## src/ultrasonic_range_qualifier_core_macros.svh

```systemverilog
// ----------------------------------------------------------------------------
// Ultrasonic range qualifier assertion macros
// Shared concurrent assertion shorthands; compiled out with NO_ASSERTIONS.
// ----------------------------------------------------------------------------
`ifndef ULTRASONIC_RANGE_QUALIFIER_CORE_MACROS_SVH
`define ULTRASONIC_RANGE_QUALIFIER_CORE_MACROS_SVH

`ifndef NO_ASSERTIONS
// Condition must never hold outside reset
`define URQ_ASSERT_NEVER(label, clk, rst, cond, msg) \
   label: assert property (@(posedge clk) disable iff (rst) !(cond)) else $error(msg);
// Antecedent implies consequent in the same cycle
`define URQ_ASSERT_IMPLY(label, clk, rst, ante, cons, msg) \
   label: assert property (@(posedge clk) disable iff (rst) (ante) |-> (cons)) else $error(msg);
// Antecedent implies consequent in the next cycle
`define URQ_ASSERT_NEXT(label, clk, rst, ante, cons, msg) \
   label: assert property (@(posedge clk) disable iff (rst) (ante) |=> (cons)) else $error(msg);
`else
`define URQ_ASSERT_NEVER(label, clk, rst, cond, msg)
`define URQ_ASSERT_IMPLY(label, clk, rst, ante, cons, msg)
`define URQ_ASSERT_NEXT(label, clk, rst, ante, cons, msg)
`endif

`endif

```

## src/urq_pkg.sv

```systemverilog
// ----------------------------------------------------------------------------
// Ultrasonic range qualifier package
// Shared types, register map and the distance code function.
// ----------------------------------------------------------------------------
`timescale 1ns / 1ps

package urq_pkg;

   // Register map: index = paddr[4:2]
   localparam int unsigned CsrAddrW = 5;
   localparam logic [2:0] RegScale = 3'd0;
   localparam logic [2:0] RegMin   = 3'd1;
   localparam logic [2:0] RegMax   = 3'd2;
   localparam logic [2:0] RegJump  = 3'd3;
   localparam logic [2:0] RegLimit = 3'd4;

   // Register reset values
   localparam logic [15:0] ScaleReset = 16'd1141;
   localparam logic [9:0]  MinReset   = 10'd25;
   localparam logic [9:0]  MaxReset   = 10'd500;
   localparam logic [9:0]  JumpReset  = 10'd20;
   localparam logic [3:0]  LimitReset = 4'd5;

   // Distance code: d*CodeFull/CodeSpan, saturated
   localparam logic [9:0]  CodeFull  = 10'd1023;
   localparam logic [9:0]  CodeSpan  = 10'd500;
   // floor(y/500) == (y*CodeRecip) >> CodeShift for y below 59000
   localparam logic [15:0] CodeRecip = 16'd33555;
   localparam int unsigned CodeShift = 24;

   typedef struct packed {
      logic [15:0] scale;
      logic [9:0]  min_dist;
      logic [9:0]  max_dist;
      logic [9:0]  max_jump;
      logic [3:0]  err_limit;
   } cfg_type;

   // Queue entry between front and back
   typedef struct packed {
      logic [1:0] ch;
      logic       gate;
      logic [9:0] raw;
      logic [9:0] code;
   } fq_entry_type;

   // d*1023/500 = 2d + floor(23d/500), exact for d up to 500
   function automatic logic [9:0] code_of(input logic [9:0] d);
      logic [14:0] y;
      logic [30:0] prod;
      logic [10:0] c;
      y    = ({5'd0, d} << 4) + ({5'd0, d} << 3) - {5'd0, d};
      prod = 31'(y) * 31'(CodeRecip);
      c    = ({1'b0, d} << 1) + 11'(prod >> CodeShift);
      if (d > CodeSpan) begin
         return CodeFull;
      end
      return c[9:0];
   endfunction

endpackage

```

## src/urq_fifo.sv

```systemverilog
// ----------------------------------------------------------------------------
// Ultrasonic range qualifier queue
// Small register queue that decouples the front from the back.
// ----------------------------------------------------------------------------
`timescale 1ns / 1ps
`include "ultrasonic_range_qualifier_core_macros.svh"

module urq_fifo #(
   parameter int unsigned DEPTH = 4
) (
   input  logic                  clock,
   input  logic                  reset,
   input  logic                  push,
   input  urq_pkg::fq_entry_type din,
   input  logic                  pop,
   output urq_pkg::fq_entry_type dout,
   output logic                  full,
   output logic                  empty
);
   import urq_pkg::*;

   localparam int unsigned PtrW = (DEPTH > 1) ? $clog2(DEPTH) : 1;
   localparam int unsigned CntW = $clog2(DEPTH + 1);

   fq_entry_type        mem_ff [DEPTH];
   logic [PtrW-1:0]     wr_ptr_ff, wr_ptr_in;
   logic [PtrW-1:0]     rd_ptr_ff, rd_ptr_in;
   logic [CntW-1:0]     count_ff, count_in;

   assign full  = (count_ff == CntW'(DEPTH));
   assign empty = (count_ff == '0);
   assign dout  = mem_ff[rd_ptr_ff];

   // Advance pointers with wrap at the depth
   always_comb begin
      wr_ptr_in = wr_ptr_ff;
      rd_ptr_in = rd_ptr_ff;
      count_in  = count_ff;
      if (push) begin
         wr_ptr_in = (wr_ptr_ff == PtrW'(DEPTH - 1)) ? '0 : wr_ptr_ff + 1'b1;
      end
      if (pop) begin
         rd_ptr_in = (rd_ptr_ff == PtrW'(DEPTH - 1)) ? '0 : rd_ptr_ff + 1'b1;
      end
      if (push && !pop) begin
         count_in = count_ff + 1'b1;
      end else if (pop && !push) begin
         count_in = count_ff - 1'b1;
      end
   end

   always_ff @(posedge clock) begin
      if (reset) begin
         wr_ptr_ff <= '0;
         rd_ptr_ff <= '0;
         count_ff  <= '0;
      end else begin
         wr_ptr_ff <= wr_ptr_in;
         rd_ptr_ff <= rd_ptr_in;
         count_ff  <= count_in;
      end
   end

   // Store entries
   always_ff @(posedge clock) begin
      if (push) begin
         mem_ff[wr_ptr_ff] <= din;
      end
   end

   `URQ_ASSERT_NEVER(a_push_full, clock, reset, push && full, "push into full queue")
   `URQ_ASSERT_NEVER(a_pop_empty, clock, reset, pop && empty, "pop from empty queue")
   `URQ_ASSERT_NEVER(a_count_range, clock, reset, count_ff > CntW'(DEPTH), "queue count overflow")

endmodule

```

## src/urq_front.sv

```systemverilog
// ----------------------------------------------------------------------------
// Ultrasonic range qualifier front
// Accepts echo beats, scales them to centimetres, windows the result and
// precomputes the distance code for the back.
// ----------------------------------------------------------------------------
`timescale 1ns / 1ps

module urq_front #(
   parameter int unsigned NUM_CHANNELS = 3
) (
   input  logic                  clock,
   input  logic                  reset,
   input  urq_pkg::cfg_type      cfg,
   input  logic                  req_valid,
   output logic                  req_stall,
   input  logic [1:0]            req_command,
   input  logic [14:0]           req_echo_us,
   input  logic                  req_gate_open,
   output logic                  push,
   output urq_pkg::fq_entry_type push_entry,
   input  logic                  q_full
);
   import urq_pkg::*;

   logic        adv;
   logic        take;

   logic        s1_vld_ff, s1_vld_in;
   logic [1:0]  s1_ch_ff;
   logic        s1_gate_ff;
   logic        s1_echo_nz_ff;
   logic [30:0] s1_prod_ff;

   logic        s2_vld_ff, s2_vld_in;
   logic [1:0]  s2_ch_ff;
   logic        s2_gate_ff;
   logic [9:0]  s2_raw_ff;

   logic [25:0] lo_bound;
   logic [25:0] hi_bound;
   logic [9:0]  raw_in;

   // Whole front moves together unless stage two holds a beat and the queue is full
   assign adv       = !(s2_vld_ff && q_full);
   assign req_stall = !adv;
   // Drop beats for channels that do not exist
   assign take      = req_valid && adv && (32'(req_command) < NUM_CHANNELS);

   assign s1_vld_in = adv ? take : s1_vld_ff;
   assign s2_vld_in = adv ? s1_vld_ff : s2_vld_ff;

   // Window the Q16 product and take the integer part
   assign lo_bound = {cfg.min_dist, 16'd0};
   assign hi_bound = {cfg.max_dist, 16'd0};
   always_comb begin
      raw_in = s1_prod_ff[25:16];
      if (!s1_echo_nz_ff || (s1_prod_ff < 31'(lo_bound)) ||
          (s1_prod_ff > 31'(hi_bound))) begin
         raw_in = '0;
      end
   end

   always_ff @(posedge clock) begin
      if (reset) begin
         s1_vld_ff <= 1'b0;
         s2_vld_ff <= 1'b0;
      end else begin
         s1_vld_ff <= s1_vld_in;
         s2_vld_ff <= s2_vld_in;
      end
   end

   // Stage one: multiply echo width by scale
   always_ff @(posedge clock) begin
      if (adv) begin
         s1_ch_ff      <= req_command;
         s1_gate_ff    <= req_gate_open;
         s1_echo_nz_ff <= (req_echo_us != '0);
         s1_prod_ff    <= 31'(req_echo_us) * 31'(cfg.scale);
      end
   end

   // Stage two: raw distance
   always_ff @(posedge clock) begin
      if (adv) begin
         s2_ch_ff   <= s1_ch_ff;
         s2_gate_ff <= s1_gate_ff;
         s2_raw_ff  <= raw_in;
      end
   end

   // Hand the beat to the queue with its code
   assign push            = s2_vld_ff && adv;
   assign push_entry.ch   = s2_ch_ff;
   assign push_entry.gate = s2_gate_ff;
   assign push_entry.raw  = s2_raw_ff;
   assign push_entry.code = code_of(s2_raw_ff);

endmodule

```

## src/urq_back.sv

```systemverilog
// ----------------------------------------------------------------------------
// Ultrasonic range qualifier back
// Per-channel filter update and the registered result beat.
// ----------------------------------------------------------------------------
`timescale 1ns / 1ps
`include "ultrasonic_range_qualifier_core_macros.svh"

module urq_back #(
   parameter int unsigned NUM_CHANNELS = 3
) (
   input  logic                  clock,
   input  logic                  reset,
   input  urq_pkg::cfg_type      cfg,
   input  urq_pkg::fq_entry_type entry,
   input  logic                  q_empty,
   output logic                  pop,
   output logic                  rsp_valid,
   input  logic                  rsp_stall,
   output logic [1:0]            rsp_channel,
   output logic [9:0]            rsp_distance_cm,
   output logic [9:0]            rsp_distance_code,
   output logic                  rsp_reading_accepted,
   output logic                  rsp_channel_cleared
);
   import urq_pkg::*;

   localparam int unsigned ChIdxW = (NUM_CHANNELS > 1) ? $clog2(NUM_CHANNELS) : 1;

   logic [9:0]        filt_ff [NUM_CHANNELS];
   logic [3:0]        err_ff  [NUM_CHANNELS];
   logic [9:0]        code_ff [NUM_CHANNELS];

   logic              rsp_vld_ff, rsp_vld_in;
   logic [1:0]        rsp_ch_ff;
   logic [9:0]        rsp_dist_ff;
   logic [9:0]        rsp_code_ff;
   logic              rsp_acc_ff;
   logic              rsp_clr_ff;

   logic [ChIdxW-1:0] idx;
   logic [9:0]        f_cur;
   logic [3:0]        e_cur;
   logic [9:0]        diff;
   logic [3:0]        e_inc;
   logic              bad;
   logic [9:0]        f_in;
   logic [3:0]        e_in;
   logic [9:0]        c_in;
   logic              acc_in;
   logic              clr_in;

   // Take the next beat when the result register is free or draining
   assign pop        = !q_empty && (!rsp_vld_ff || !rsp_stall);
   assign rsp_vld_in = pop || (rsp_vld_ff && rsp_stall);

   assign idx   = ChIdxW'(entry.ch);
   assign f_cur = filt_ff[idx];
   assign e_cur = err_ff[idx];
   assign diff  = (entry.raw > f_cur) ? entry.raw - f_cur : f_cur - entry.raw;
   assign e_inc = e_cur + 4'd1;

   // Qualify the reading against window and jump limit
   always_comb begin
      f_in   = f_cur;
      e_in   = e_cur;
      c_in   = code_ff[idx];
      acc_in = 1'b0;
      clr_in = 1'b0;
      bad    = 1'b0;
      if ((entry.ch != '0) && !entry.gate) begin
         // Closed gate on a channel other than 0: drop the distance, keep the error count
         f_in = '0;
         c_in = '0;
      end else begin
         if ((entry.raw >= cfg.min_dist) && (entry.raw <= cfg.max_dist)) begin
            bad = (f_cur != '0) && (diff > cfg.max_jump);
         end else begin
            bad = 1'b1;
         end
         if (!bad) begin
            f_in   = entry.raw;
            c_in   = entry.code;
            e_in   = '0;
            acc_in = 1'b1;
         end else if (e_inc >= cfg.err_limit) begin
            f_in   = '0;
            c_in   = '0;
            e_in   = '0;
            clr_in = 1'b1;
         end else begin
            e_in = e_inc;
         end
      end
   end

   // Channel state
   always_ff @(posedge clock) begin
      if (reset) begin
         for (int i = 0; i < NUM_CHANNELS; i++) begin
            filt_ff[i] <= '0;
            err_ff[i]  <= '0;
            code_ff[i] <= '0;
         end
      end else if (pop) begin
         filt_ff[idx] <= f_in;
         err_ff[idx]  <= e_in;
         code_ff[idx] <= c_in;
      end
   end

   // Result register
   always_ff @(posedge clock) begin
      if (reset) begin
         rsp_vld_ff <= 1'b0;
      end else begin
         rsp_vld_ff <= rsp_vld_in;
      end
   end

   always_ff @(posedge clock) begin
      if (pop) begin
         rsp_ch_ff   <= entry.ch;
         rsp_dist_ff <= f_in;
         rsp_code_ff <= c_in;
         rsp_acc_ff  <= acc_in;
         rsp_clr_ff  <= clr_in;
      end
   end

   assign rsp_valid            = rsp_vld_ff;
   assign rsp_channel          = rsp_ch_ff;
   assign rsp_distance_cm      = rsp_dist_ff;
   assign rsp_distance_code    = rsp_code_ff;
   assign rsp_reading_accepted = rsp_acc_ff;
   assign rsp_channel_cleared  = rsp_clr_ff;

   `URQ_ASSERT_NEVER(a_acc_and_clr, clock, reset, rsp_vld_ff && rsp_acc_ff && rsp_clr_ff, "accepted and cleared together")
   `URQ_ASSERT_IMPLY(a_clr_zero, clock, reset, rsp_vld_ff && rsp_clr_ff, (rsp_dist_ff == '0) && (rsp_code_ff == '0), "cleared beat carries a distance")
   `URQ_ASSERT_NEXT(a_pop_shows, clock, reset, pop, rsp_vld_ff, "popped beat not presented")

endmodule

```

## src/ultrasonic_range_qualifier_core.sv

```systemverilog
// ----------------------------------------------------------------------------
// Ultrasonic range qualifier core
// Converts echo widths to filtered per-channel distances and distance codes.
// ----------------------------------------------------------------------------
// Path: an accepted request beat passes two front stages (multiply and
//   window), one queue slot and one result register to its result beat.
// Throughput: one beat per cycle unless rsp_stall or a full queue holds it
//   up; the back updates channel state in the cycle the beat leaves the queue.
// Reset: synchronous; clears filtered distances, error counts, queue and
//   valids, and loads the register reset values.
`timescale 1ns / 1ps

module ultrasonic_range_qualifier_core #(
   parameter int unsigned NUM_CHANNELS = 3,
   parameter int unsigned QUEUE_DEPTH  = 4
) (
   input  logic                          clock,
   input  logic                          reset,
   // request channel
   input  logic                          req_valid,
   output logic                          req_stall,
   input  logic [1:0]                    req_command,
   input  logic [14:0]                   req_echo_us,
   input  logic                          req_gate_open,
   // result channel
   output logic                          rsp_valid,
   input  logic                          rsp_stall,
   output logic [1:0]                    rsp_channel,
   output logic [9:0]                    rsp_distance_cm,
   output logic [9:0]                    rsp_distance_code,
   output logic                          rsp_reading_accepted,
   output logic                          rsp_channel_cleared,
   // register port
   input  logic                          csr_psel,
   input  logic                          csr_penable,
   input  logic                          csr_pwrite,
   input  logic [urq_pkg::CsrAddrW-1:0]  csr_paddr,
   input  logic [31:0]                   csr_pwdata,
   output logic [31:0]                   csr_prdata,
   output logic                          csr_pready
);
   import urq_pkg::*;

   cfg_type      cfg_ff;
   logic         csr_wr;
   logic [2:0]   reg_idx;
   logic         q_push;
   logic         q_pop;
   logic         q_full;
   logic         q_empty;
   fq_entry_type q_din;
   fq_entry_type q_dout;

   assign csr_pready = 1'b1;
   assign csr_wr     = csr_psel && csr_penable && csr_pwrite;
   assign reg_idx    = csr_paddr[CsrAddrW-1:2];

   // Register writes
   always_ff @(posedge clock) begin
      if (reset) begin
         cfg_ff.scale     <= ScaleReset;
         cfg_ff.min_dist  <= MinReset;
         cfg_ff.max_dist  <= MaxReset;
         cfg_ff.max_jump  <= JumpReset;
         cfg_ff.err_limit <= LimitReset;
      end else if (csr_wr) begin
         unique case (reg_idx)
            RegScale: cfg_ff.scale     <= csr_pwdata[15:0];
            RegMin:   cfg_ff.min_dist  <= csr_pwdata[9:0];
            RegMax:   cfg_ff.max_dist  <= csr_pwdata[9:0];
            RegJump:  cfg_ff.max_jump  <= csr_pwdata[9:0];
            RegLimit: cfg_ff.err_limit <= csr_pwdata[3:0];
            default: ;
         endcase
      end
   end

   // Register reads
   always_comb begin
      unique case (reg_idx)
         RegScale: csr_prdata = {16'd0, cfg_ff.scale};
         RegMin:   csr_prdata = {22'd0, cfg_ff.min_dist};
         RegMax:   csr_prdata = {22'd0, cfg_ff.max_dist};
         RegJump:  csr_prdata = {22'd0, cfg_ff.max_jump};
         RegLimit: csr_prdata = {28'd0, cfg_ff.err_limit};
         default:  csr_prdata = '0;
      endcase
   end

   urq_front #(
      .NUM_CHANNELS (NUM_CHANNELS)
   ) u_front (
      .clock         (clock),
      .reset         (reset),
      .cfg           (cfg_ff),
      .req_valid     (req_valid),
      .req_stall     (req_stall),
      .req_command   (req_command),
      .req_echo_us   (req_echo_us),
      .req_gate_open (req_gate_open),
      .push          (q_push),
      .push_entry    (q_din),
      .q_full        (q_full)
   );

   urq_fifo #(
      .DEPTH (QUEUE_DEPTH)
   ) u_fifo (
      .clock (clock),
      .reset (reset),
      .push  (q_push),
      .din   (q_din),
      .pop   (q_pop),
      .dout  (q_dout),
      .full  (q_full),
      .empty (q_empty)
   );

   urq_back #(
      .NUM_CHANNELS (NUM_CHANNELS)
   ) u_back (
      .clock                (clock),
      .reset                (reset),
      .cfg                  (cfg_ff),
      .entry                (q_dout),
      .q_empty              (q_empty),
      .pop                  (q_pop),
      .rsp_valid            (rsp_valid),
      .rsp_stall            (rsp_stall),
      .rsp_channel          (rsp_channel),
      .rsp_distance_cm      (rsp_distance_cm),
      .rsp_distance_code    (rsp_distance_code),
      .rsp_reading_accepted (rsp_reading_accepted),
      .rsp_channel_cleared  (rsp_channel_cleared)
   );

endmodule
```

## config.mk

```make
export PLATFORM = sky130hd
export DESIGN_NAME = ultrasonic_range_qualifier_core
export DESIGN_NICKNAME = d
export VERILOG_FILES = /design/src/urq_pkg.sv /design/src/urq_fifo.sv /design/src/urq_front.sv /design/src/urq_back.sv /design/src/ultrasonic_range_qualifier_core.sv
export VERILOG_INCLUDE_DIRS = /design/src /design/src/src
export SDC_FILE = /design/constraint.sdc
export NUM_CORES = 1
export LEC_CHECK = 0
export ABC_AREA = 1
export BUFFER_PORTS_ARGS = -buffer_cell sky130_fd_sc_hd__buf_2
export CAP_MARGIN = 20
export CORE_MARGIN = 2
export CORE_UTILIZATION = 30
export DETAILED_ROUTE_END_ITERATION = 7
export REMOVE_ABC_BUFFERS = 1
export SLEW_MARGIN = 15
export SYNTH_ARGS = -nofsm -noshare
export SYNTH_HDL_FRONTEND = slang
export SYNTH_SLANG_ARGS = --single-unit
```

## constraint.sdc

```tcl
create_clock -name clock -period 9.3 [get_ports clock]
set_input_delay 0.465 -clock clock [delete_from_list [all_inputs] [get_ports clock]]
set_output_delay 0.465 -clock clock [all_outputs]
set_load 0.03 [all_outputs]
```

## Word-level counts from Yosys, hierarchy flattened

Memory sizes are Yosys's and may differ from the RTL's. A register that Yosys moved wholly into a read port is not among the register bits.
Cells that the tools add are included.

| word-level totals | value |
|---|---|
| flip-flop bits (word level) | 132 |
| word-level logic and storage cells | 136 |
| memories | 4 |
| RAM bits | 164 |
| input port bits | 62 |
| output and inout bits | 59 |

| operators by class | value |
|---|---|
| bitwise operators | 1 |
| $lt $le $gt $ge | 9 |
| multiply operators | 2 |
| add/subtract/negate cells | 10 |
| equality and inequality tests | 7 |
| multiplexer cells | 40 |
| reduce and logical (&&, ||, !) cells | 40 |

Memories:

| memory | words | width | rd ports | clocked after Yosys merged registers in | write ports | RTL line | source |
|---|---|---|---|---|---|---|---|
| u_fifo.mem_ff | 4 | 23 | 1 | 1 | 1 | urq_fifo.sv:25 | `fq_entry_type mem_ff [DEPTH];` |
| u_back.code_ff | 3 | 10 | 1 | 0 | 3 | urq_back.sv:31 | `logic [9:0] code_ff [NUM_CHANNELS];` |
| u_back.filt_ff | 3 | 10 | 1 | 0 | 3 | urq_back.sv:29 | `logic [9:0] filt_ff [NUM_CHANNELS];` |
| u_back.err_ff | 3 | 4 | 1 | 0 | 3 | urq_back.sv:30 | `logic [3:0] err_ff [NUM_CHANNELS];` |

Operators by type and width:

| cell | number |
|---|---|
| two-way mux 10 bit | 11 |
| one-hot mux 16 bit (5 select lines) | 1 |
| greater-than comparator 31 x 26 -> 1 bit | 1 |
| < comparator 31 x 26 -> 1 bit | 1 |
| multiplier 15 x 16 -> 31 bit | 1 |
| multiplier 15 x 16 -> 31 bit, second input constant | 1 |
| greater-than comparator 10 bit | 2 |
| OR reduction 10 bit | 2 |
| subtractor 10 bit | 2 |
| two-way mux 4 bit | 4 |
| adder 14 x 13 -> 15 bit | 1 |
| two-way mux 1 bit | 15 |
| nonzero test 15 bit | 1 |
| subtractor 15 x 10 -> 15 bit | 1 |
| two-way mux 2 bit | 7 |
| logical AND 1 bit | 13 |
| adder 10 x 7 -> 10 bit | 1 |
| greater-or-equal comparator 10 bit | 1 |
| greater-than comparator 10 x 9 -> 1 bit, second input constant | 1 |
| less-or-equal comparator 10 bit | 1 |
| AND reduction 2 bit | 5 |
| nonzero test 10 bit | 1 |
| logical NOT 1 bit | 8 |
| equality test 3 x 2 -> 1 bit, second input constant | 2 |
| 16 further kinds | 25 |

## Depth between registers and ports, before layout

Gate-level depths: netlist (run 1).
An unclocked memory read counts as a cell.

| logic depth | value |
|---|---|
| depth in word-level cells | 10 |
| depth in mapped cells | 41 |
| gate-level depth less buffers | 41 |

## Modules after synthesis

From an unflattened synthesis (run 1), not the netlist that was laid out.

| unflattened totals | value |
|---|---|
| cell total of the unflattened synthesis | 3,318 |
| area total of the unflattened synthesis | 28,358.4 um2 |

By module, submodules not included:

| module | cells each | area each (um2) | seq. area each (um2) | times used |
|---|---|---|---|---|
| urq_front | 1,790 | 14,545.2 | 1,481.4 | 1 |
| urq_back | 840 | 7,280.7 | 3,623.5 | 1 |
| urq_fifo | 281 | 3,890.0 | 2,942.8 | 1 |
| ultrasonic_range_qualifier_core | 407 | 2,642.5 | 1,001.0 | 1 |

## Least setup slack after synthesis (run 1)

Ideal clock, no wire load.

| timing | value |
|---|---|
| path kind | register -> register |
| from | reg u_front.s2_raw_ff[1] |
| to | mem u_fifo.mem_ff[0][7] (netlist bit), data pin |
| arrival time | 7.411 ns |
| data required time | 9.146 ns |
| path slack | 1.735 ns |
| path buffers | 0 |
| cell stages (with the launch flop) | 39 |
| library setup time | 0.154 ns |
| period minus slack after synthesis | 7.565 ns |
| cells stage by stage | edfxtp_1 inv_1 fa_1 inv_1 ha_1 a21oi_1 o21ai_0 a21o_1 nand2_1 a21oi_1 xor2_1 ha_1 ha_1 ha_1 inv_1 fa_1 inv_1 fa_1 [... 3 more ...] ha_1 nand2_1 o21a_1 o21ai_0 a21oi_1 o31ai_1 a21oi_1 xnor2_1 ha_1 fa_1 nand2_1 inv_1 nor2_1 o21bai_1 a21oi_1 o21ai_0 or2_2 nand3_1 |

RTL lines:

| element | RTL line | source |
|---|---|---|
| start, declared | urq_front.sv:37 | `logic [9:0] s2_raw_ff;` |
| start signal, assigned | urq_front.sv:88 | `s2_raw_ff <= raw_in;` |
| end, declared | urq_fifo.sv:25 |  |

==> qor_table.md, run 1 <==
| Step | Result | Reported |
|:---|:---|:---|
| routing | Drt first-iter violations | 1278 |
| timing | Setup-violating endpoint count in the final report | 0 |
| clocking | Clock slew at reported path FFs | 0.06 ns |
| hold path | Worst hold path type | input port to register |
| timing | Final critical-path required period | 8.50 ns |
| critical path | Slowest-stage cell, CP | fa_1 |
| synth | Most used flip-flop cell after synthesis | edfxtp_1 |
| status | Status | finished clean |
| die | Die Wd | 307 um |
| timing | Clock skew after layout | 0.0451 ns |
| synth | Cell count after synthesis | 3102 |
| finish | Final Util | 0.333 |
| global routing | Grt ovf | 0 |
| routing | Per-cell via count in the routed design | 4.72 |
| synth | Most instantiated cells after synthesis | nand2_1, inv_1, ha_1, edfxtp_1, fa_1 |
| routing | Vias | 20500 |
| critical path | Worst stage delay on the critical path | 0.57 ns |
| critical path | Class of the most critical setup path | register to register |
| critical path | Crit path launch | u_front.s2_raw_ff[1] |
| critical path | Most frequent cell on the critical path | inv_1 |
| finish | Fillers | 9288 |
| finish | Layout area overhead | 9.65% |
| hold path | Critical hold path startpoint | req_gate_open |
| finish | Count of nets after finishing | 3720 |
| critical path | Required time at the worst-slack endpoint | 9.70 ns |
| critical path | Logic depth of the worst register-to-register path | 39 |
| timing | Max-slew violation count | 0 |
| critical path | R2r endpoint | u_fifo.mem_ff[0][7] |
| timing | Worst Hold Slack | 0.0694 ns |
| routing | DRT Pass-1 Iters | 5 |
| synth | Synth warn | 0 |
| synth | Number of storage elements in the synthesis netlist | 322 |
| die | Initial cell density of the core | 0.304 |
| global routing | Number of antenna violations at the first check in global routing | 7 |
| clocking | Clock Sinks | 322 |
| timing | Slew of the pin with the lowest slew margin | 1.05 ns |
| clocking | Clk buf depth | 3 |
| global routing | Via count of the first global-routing pass | 20100 |
| finish | Fraction of final layout cells sized beyond drive strength 1 | 0.0679 |
| routing | Average wire length per cell after detail routing | 15.6 um |
| critical path | End point of the critical path | u_fifo.mem_ff[0][7] |
| clocking | Buffer type at the clock tree root | clkbuf_16 |
| die | Core footprint | 90400 um2 |
| synth | Leading cell types by total area after synthesis | edfxtp_1, fa_1, ha_1 |
| timing | Period Utilization, post-route | 0.914 |
| placement | Number of buffers added on ports | 85 |
| critical path | Kind of launch point of the worst setup path | register |
| routing | Routed wire length | 67600 um |
| run | Max-capacitance violation count | 0 |
| placement | Gp weighted congestion | 0.882 |
| synth | Share of synthesized flip-flops with an asynchronous set or reset | 0 |
| timing | Summed negative setup slack over all endpoints | 0 ns |
| timing | Total count of hold-check failures in the final report | 0 |
| clocking | CTS tree | yes |
| synth | Post-synthesis instance area | 27500 um2 |
| clocking | Hold-fix buffer count after cts | 0 |
| clocking | TritonCTS Buffers | 36 |
| placement | Detailed placer's ending HPWL | 51000 um |
| timing | Maximum clock frequency | 0.118 GHz |
| timing | RSZ-0062 raised after global routing | false |
| synth | Share of the synthesized area in the top cell type | 0.284 |
| critical path | Critical path peak fanout | 7 |
| die | Die extent in y | 307 um |
| clocking | Latest clock arrival within the worst-skew pair | 0.57 ns |
| critical path | Element type at the critical path end | register |
| synth | Post-synthesis area per instance | 8.86 um2 |
| die | Row count | 110 |
| synth | Most frequent cell after synthesis | nand2_1 |
| critical path | Crit path arrival time | 8.91 ns |
| clocking | Max H-tree Level | 2 |
| synth | Most area-hungry cell type in the Yosys netlist | edfxtp_1 |
| routing | DRC violation count after routing | 0 |
| synth | Part of the Yosys area used for sequential elements | 0.329 |
| synth | Netlist cell types | 49 |
| die | Top-Level Pins | 121 |
| global routing | Global-route total usage across every layer | 0.145 |
| global routing | Maximum number of pins on one net before global-route repair | 57 |
| synth | Number of enable-type register cells in the synthesized netlist | 260 |
| critical path | Source of the worst register-to-register timing path | u_front.s2_raw_ff[1] |
| global routing | Global-route wire length before repair | 109000 um |
| die | Die Outline Area | 94000 um2 |
| critical path | Reg-to-reg setup timing slack | 0.80 ns |
| routing | DRT antenna net count | 0 |
| timing | Worst slew margin relative to its limit | 0.296 |
cell families after synthesis:
logic type	Yosys count	synth area share
other	2	0.000273
adders and majority gates	530	0.303
and+or+nand+nor	1097	0.165
buffers and inverters	712	0.102
xor gates and xnor gates	58	0.0185
AOI/OAI and AO/OA	381	0.0820
DFF	322	0.329
placed cells by master (no fill, tap or decap), types with 4 or more instances in the layout:
| master | count |
|---|---|
| nand2_1 | 703 |
| xor2_1 | 39 |
| nor3_1 | 11 |
| fa_1 | 225 |
| a211oi_1 | 5 |
| ha_1 | 305 |
| a21oi_1 | 165 |
| conb_1 | 17 |
| o21ai_0 | 102 |
| xnor2_1 | 18 |
| a32o_1 | 10 |
| o211ai_1 | 19 |
| buf_4 | 24 |
| o221ai_1 | 5 |
| clkbuf_16 | 36 |
| o2111ai_1 | 10 |
| nor2_1 | 196 |
| dfxtp_1 | 62 |
| nand3_1 | 102 |
| nand4_1 | 22 |
| a31oi_1 | 6 |
| inv_1 | 569 |
| a32oi_1 | 10 |
| a21o_1 | 9 |
| a221oi_1 | 4 |
| nor4_1 | 14 |
| edfxtp_1 | 260 |
| inv_2 | 5 |
| clkbuf_1 | 11 |
| nand3_2 | 17 |
| clkinv_2 | 7 |
| buf_2 | 85 |
| a22oi_1 | 20 |
| nand2_2 | 18 |
registers in the layout, indices dropped and copies added (netlist names), 2 cells and up, named ones only:
signal and cells:
u_fifo.mem_ff 92, cfg_ff 50, u_back.code_ff 40, u_back.filt_ff 40, u_front.s1_prod_ff 31, u_back.err_ff 16, u_back.rsp_distance_cm 10, u_back.rsp_distance_code 10
u_front.s2_raw_ff 10, u_fifo.count_ff 3, u_back.rsp_channel 2, u_fifo.rd_ptr_ff 2, u_fifo.wr_ptr_ff 2, u_front.s1_ch_ff 2, u_front.s2_ch_ff 2
stage by stage:
stage / cells / instance area (um2) / worst slack, ns
6_report: 4331 / 30100 / 0.799
4_1_cts: 4329 / 30100 / 0.714
2_1_floorplan: 2981 / 26900 / 1.73
3_5_place_dp: 4265 / 29000 / 0.741
3_3_place_gp: 4265 / 29000 / 0.696
5_1_grt: 4331 / 30100 / 0.0345
worst min-delay path by stage:
| stage | end | slack, ns | cells past startpoint |
|---|---|---|---|
| 6_report | u_front.s1_gate_ff | 0.07 | 1 |
| 5_1_grt | u_front.s1_gate_ff | 0.06 | 1 |
| 4_1_cts | u_front.s1_gate_ff | 0.04 | 1 |
| 3_5_place_dp | u_front.s2_gate_ff | 0.46 | 0 |
| 3_3_place_gp | u_front.s1_vld_ff | 0.46 | 2 |
| 2_1_floorplan | u_front.s2_ch_ff[0] | 0.40 | 0 |
repair_timing:
item | in CTS | in global routing
gates resized for setup | 0 | 1
endpoints found under the hold margin | 0 | 0
setup endpoints to repair | 0 | 8
setup buffers | 0 | 0
layer usage:
| metal | share of wire | vias to the layer above | track usage | wire, um |
|---|---|---|---|---|
| li1 | - | 9995 | - | - |
| met1 | 0.45 | 9834 | 0.199 | 30400 |
| met2 | 0.46 | 518 | 0.233 | 30800 |
| met3 | 0.071 | 97 | 0.0298 | 4800 |
| met4 | 0.023 | 8 | 0.0415 | 1580 |
| met5 | 0.00062 | - | 0 | 42 |
area by class of cell:
| class | instances | area (um2) | share of cell area |
|---|---|---|---|
| Antenna cell | 1 | 2.50 | 0.0000831 |
| Clock buffer | 48 | 956 | 0.0317 |
| Clock inverter | 16 | 154 | 0.00511 |
| Inverter | 576 | 2160 | 0.0718 |
| Multi-Input combinational cell | 2083 | 15700 | 0.522 |
| Sequential cell | 322 | 9050 | 0.300 |
| Tap cell | 1176 | 1470 | 0.0489 |
| Timing Repair Buffer | 109 | 606 | 0.0201 |
worst max-delay path: cells and delay by family (launching register included):
family	cells	cell delay, ns
AOI/OAI and AO/OA	12	1.92
buffers and inverters	8	0.66
DFF	1	0.53
and+or+nand+nor	6	0.74
xor gates and xnor gates	2	0.23
adders and majority gates	11	4.24
Power of run 1 is not shown: default switching activity piles up to over one toggle a cycle in this logic, so the estimate is an artifact.
==> inputs of run 2 (changes only) <==
--- a/config.mk
+++ b/config.mk
@@ -9,7 +9,7 @@
 export ABC_AREA = 1
 export BUFFER_PORTS_ARGS = -buffer_cell sky130_fd_sc_hd__buf_2
 export CAP_MARGIN = 20
-export CORE_MARGIN = 2
+export CORE_MARGIN = 1
 export CORE_UTILIZATION = 30
 export DETAILED_ROUTE_END_ITERATION = 7
 export REMOVE_ABC_BUFFERS = 1
==> run 2 against run 1 <==
  * Hold slack better by 0.045 ns
  * Critical path depth grew 1
  * Critical endpoint is now u_fifo.mem_ff[3][9]
  * Via count increased by 0.23%
  * Global-route usage increased by 0.13 points
  * Sequential share of layout area decreased by 0.077 points
  * Clock skew down 0.027 ns
  * Wire length shrank 0.21%
  * First-iteration DRC count up 1.3%
  * Largest cell class unchanged
  * Maximum frequency down 0.57%
==> qor_table.md, run 2 (synthesis gave the netlist of run 1 again) <==
| Step | Result | Reported | Delta |
|:---|:---|:---|:---|
| status | Status | finished clean |  |
| clocking | Max H-tree Level | 2 | unchanged |
| finish | Count of nets after finishing | 3723 | +0.081% |
| finish | Highest-count cells in the layout ignoring fill and taps | nand2_1, inv_1, ha_1 |  |
| clocking | Hold-fix buffer count after cts | 0 | unchanged |
| global routing | Global-route wire length before repair | 109000 um | about the same |
| timing | Setup-violating endpoint count in the final report | 0 | unchanged |
| clocking | CTS tree | yes |  |
| critical path | Required time at the worst-slack endpoint | 9.54 ns | -0.16 ns |
| timing | Slew of the pin with the lowest slew margin | 1.01 ns | -0.0480 ns |
| die | Die Wd | 305 um | -0.65% |
| die | Top-Level Pins | 121 | unchanged |
| finish | Layout area overhead | 9.93% |  |
| clocking | Latest clock arrival within the worst-skew pair | 0.56 ns | about the same |
| routing | DRC violation count after routing | 0 | unchanged |
| timing | Maximum clock frequency | 0.117 GHz | -0.57% |
| placement | Detailed placer's ending HPWL | 51000 um | about the same |
| routing | Drt first-iter violations | 1294 | +1.3% |
| timing | Worst slew margin relative to its limit | 0.324 | +0.0278 |
| critical path | Element type at the critical path end | register |  |
| clocking | Setup Buffers After CTS | 0 | unchanged |
| clocking | Clock Sinks | 322 | unchanged |
| die | Die extent in y | 305 um | -0.65% |
| clocking | Clock slew at reported path FFs | 0.07 ns | about the same |
| critical path | Kind of launch point of the worst setup path | register |  |
| critical path | Class of the most critical setup path | register to register |  |
| clocking | Buffer type at the clock tree root | clkbuf_16 |  |
| finish | Fraction of final layout cells sized beyond drive strength 1 | 0.0690 | +0.00118 |
| global routing | Maximum number of pins on one net before global-route repair | 50 | -12% |
| finish | Flip-flop count of the largest register, all copies and words added | 92 | unchanged |
| timing | Clock skew after layout | 0.0179 ns | -0.0271 ns |
| placement | Gp weighted congestion | 0.895 | +1.5% |
| finish | Largest register by flop count | u_fifo.mem_ff |  |
| global routing | Via count of the first global-routing pass | 20100 | -0.15% |
| finish | Most common cell after layout, fill and taps aside | nand2_1 |  |
| critical path | Logic depth of the worst register-to-register path | 40 | +2.6% |
| critical path | Slowest-stage cell, CP | fa_1 |  |
| die | Row count | 110 | unchanged |
| timing | Final critical-path required period | 8.55 ns | +0.0491 ns |
| hold path | Worst Hold Path Cells | 3 | +2 |
| hold path | Worst hold path type | input port to register |  |
| routing | Average wire length per cell after detail routing | 15.6 um | -0.31% |
| timing | Total count of hold-check failures in the final report | 0 | unchanged |
| routing | DRT antenna net count | 0 | unchanged |
| timing | Max-slew violation count | 0 | unchanged |
| routing | Vias | 20500 | +0.23% |
| placement | Number of buffers added on ports | 85 | unchanged |
| timing | RSZ-0062 raised after global routing | false |  |
| clocking | Clk buf depth | 3 | unchanged |
| clocking | TritonCTS Buffers | 36 | unchanged |
| finish | Largest registers | u_fifo.mem_ff (92), cfg_ff (50) |  |
| critical path | Critical path peak fanout | 7 | unchanged |
| global routing | Number of antenna violations at the first check in global routing | 7 | unchanged |
| timing | Worst Hold Slack | 0.115 ns | +0.0454 ns |
| critical path | Worst stage delay on the critical path | 0.57 ns | about the same |
| critical path | Most frequent cell on the critical path | inv_1 |  |
| global routing | Global-route total usage across every layer | 0.147 | +0.00131 |
| die | Core footprint | 90300 um2 | -0.15% |
| die | Initial cell density of the core | 0.304 | +0.000463 |
| routing | DRT Pass-1 Iters | 5 | unchanged |
| global routing | Grt ovf | 0 | unchanged |
| timing | Period Utilization, post-route | 0.919 | +0.00528 |
| critical path | Crit path arrival time | 8.79 ns | -0.12 ns |
| timing | Summed negative setup slack over all endpoints | 0 ns | unchanged |
| routing | Per-cell via count in the routed design | 4.73 | +0.14% |
| run | Max-capacitance violation count | 0 | unchanged |
| die | Die Outline Area | 92800 um2 | -1.3% |
| routing | Routed wire length | 67500 um | -0.21% |
==> run 2: final cells by class <==
class	count	area [um2]
fillers	9284	60100
well taps	1176	1470
clock inverters	24	238
inverters	576	2160
flip-flops and latches	322	9050
diodes	1	2.50
clock buffers	41	920
multi-input cells	2083	15700
repair buffers	112	648
==> run 2: what timing repair did <==
action,in CTS,in global routing
endpoints found under the setup margin,0,8
endpoints found under the hold margin,0,0
resized for setup,0,1
==> run 2: critical path, delay by kind of cell (launching register included) <==
family / cells / cell delay, ns
fa+ha+maj: 11 / 4.08
compound gates: 12 / 2.13
buf+inv: 8 / 0.67
simple gates: 7 / 0.56
flops: 1 / 0.52
xor+xnor: 2 / 0.26
==> run 2: per-stage QoR <==
step / instances / cell area [um2] / utilization / setup slack, ns
6_report: 4335 / 30200 / 0.334 / 0.750
5_1_grt: 4335 / 30200 / 0.334 / 0.0457
4_1_cts: 4334 / 30200 / 0.334 / 0.599
3_5_place_dp: 4269 / 29000 / 0.322 / 0.656
3_3_place_gp: 4267 / 29000 / 0.321 / 0.699
2_1_floorplan: 2981 / 26900 / - / 1.73
==> run 2: path summary, 6_finish.rpt <==
| check | startpoint | to | slack, ns |
|---|---|---|---|
| worst min register to register | u_front.s1_ch_ff[1] | u_front.s2_ch_ff[1] | 0.42 |
| worst max register to register | u_front.s2_raw_ff[1] | u_fifo.mem_ff[3][9] | 0.75 |
| worst max-delay path | u_front.s2_raw_ff[1] | u_fifo.mem_ff[3][9] | 0.75 |
| worst min-delay path | csr_pwdata[10] | cfg_ff[44] | 0.11 |
==> run 2: routing by layer <==
| metal | global-route usage | vias up | part of all wire |
|---|---|---|---|
| met3 | 0.0273 | 70 | 0.063 |
| met1 | 0.201 | 9925 | 0.45 |
| met4 | 0.0321 | 6 | 0.015 |
| met2 | 0.239 | 480 | 0.47 |
| met5 | 0 | - | 0.00061 |
| li1 | - | 10000 | - |
Power of run 2 is left out for the same reason.
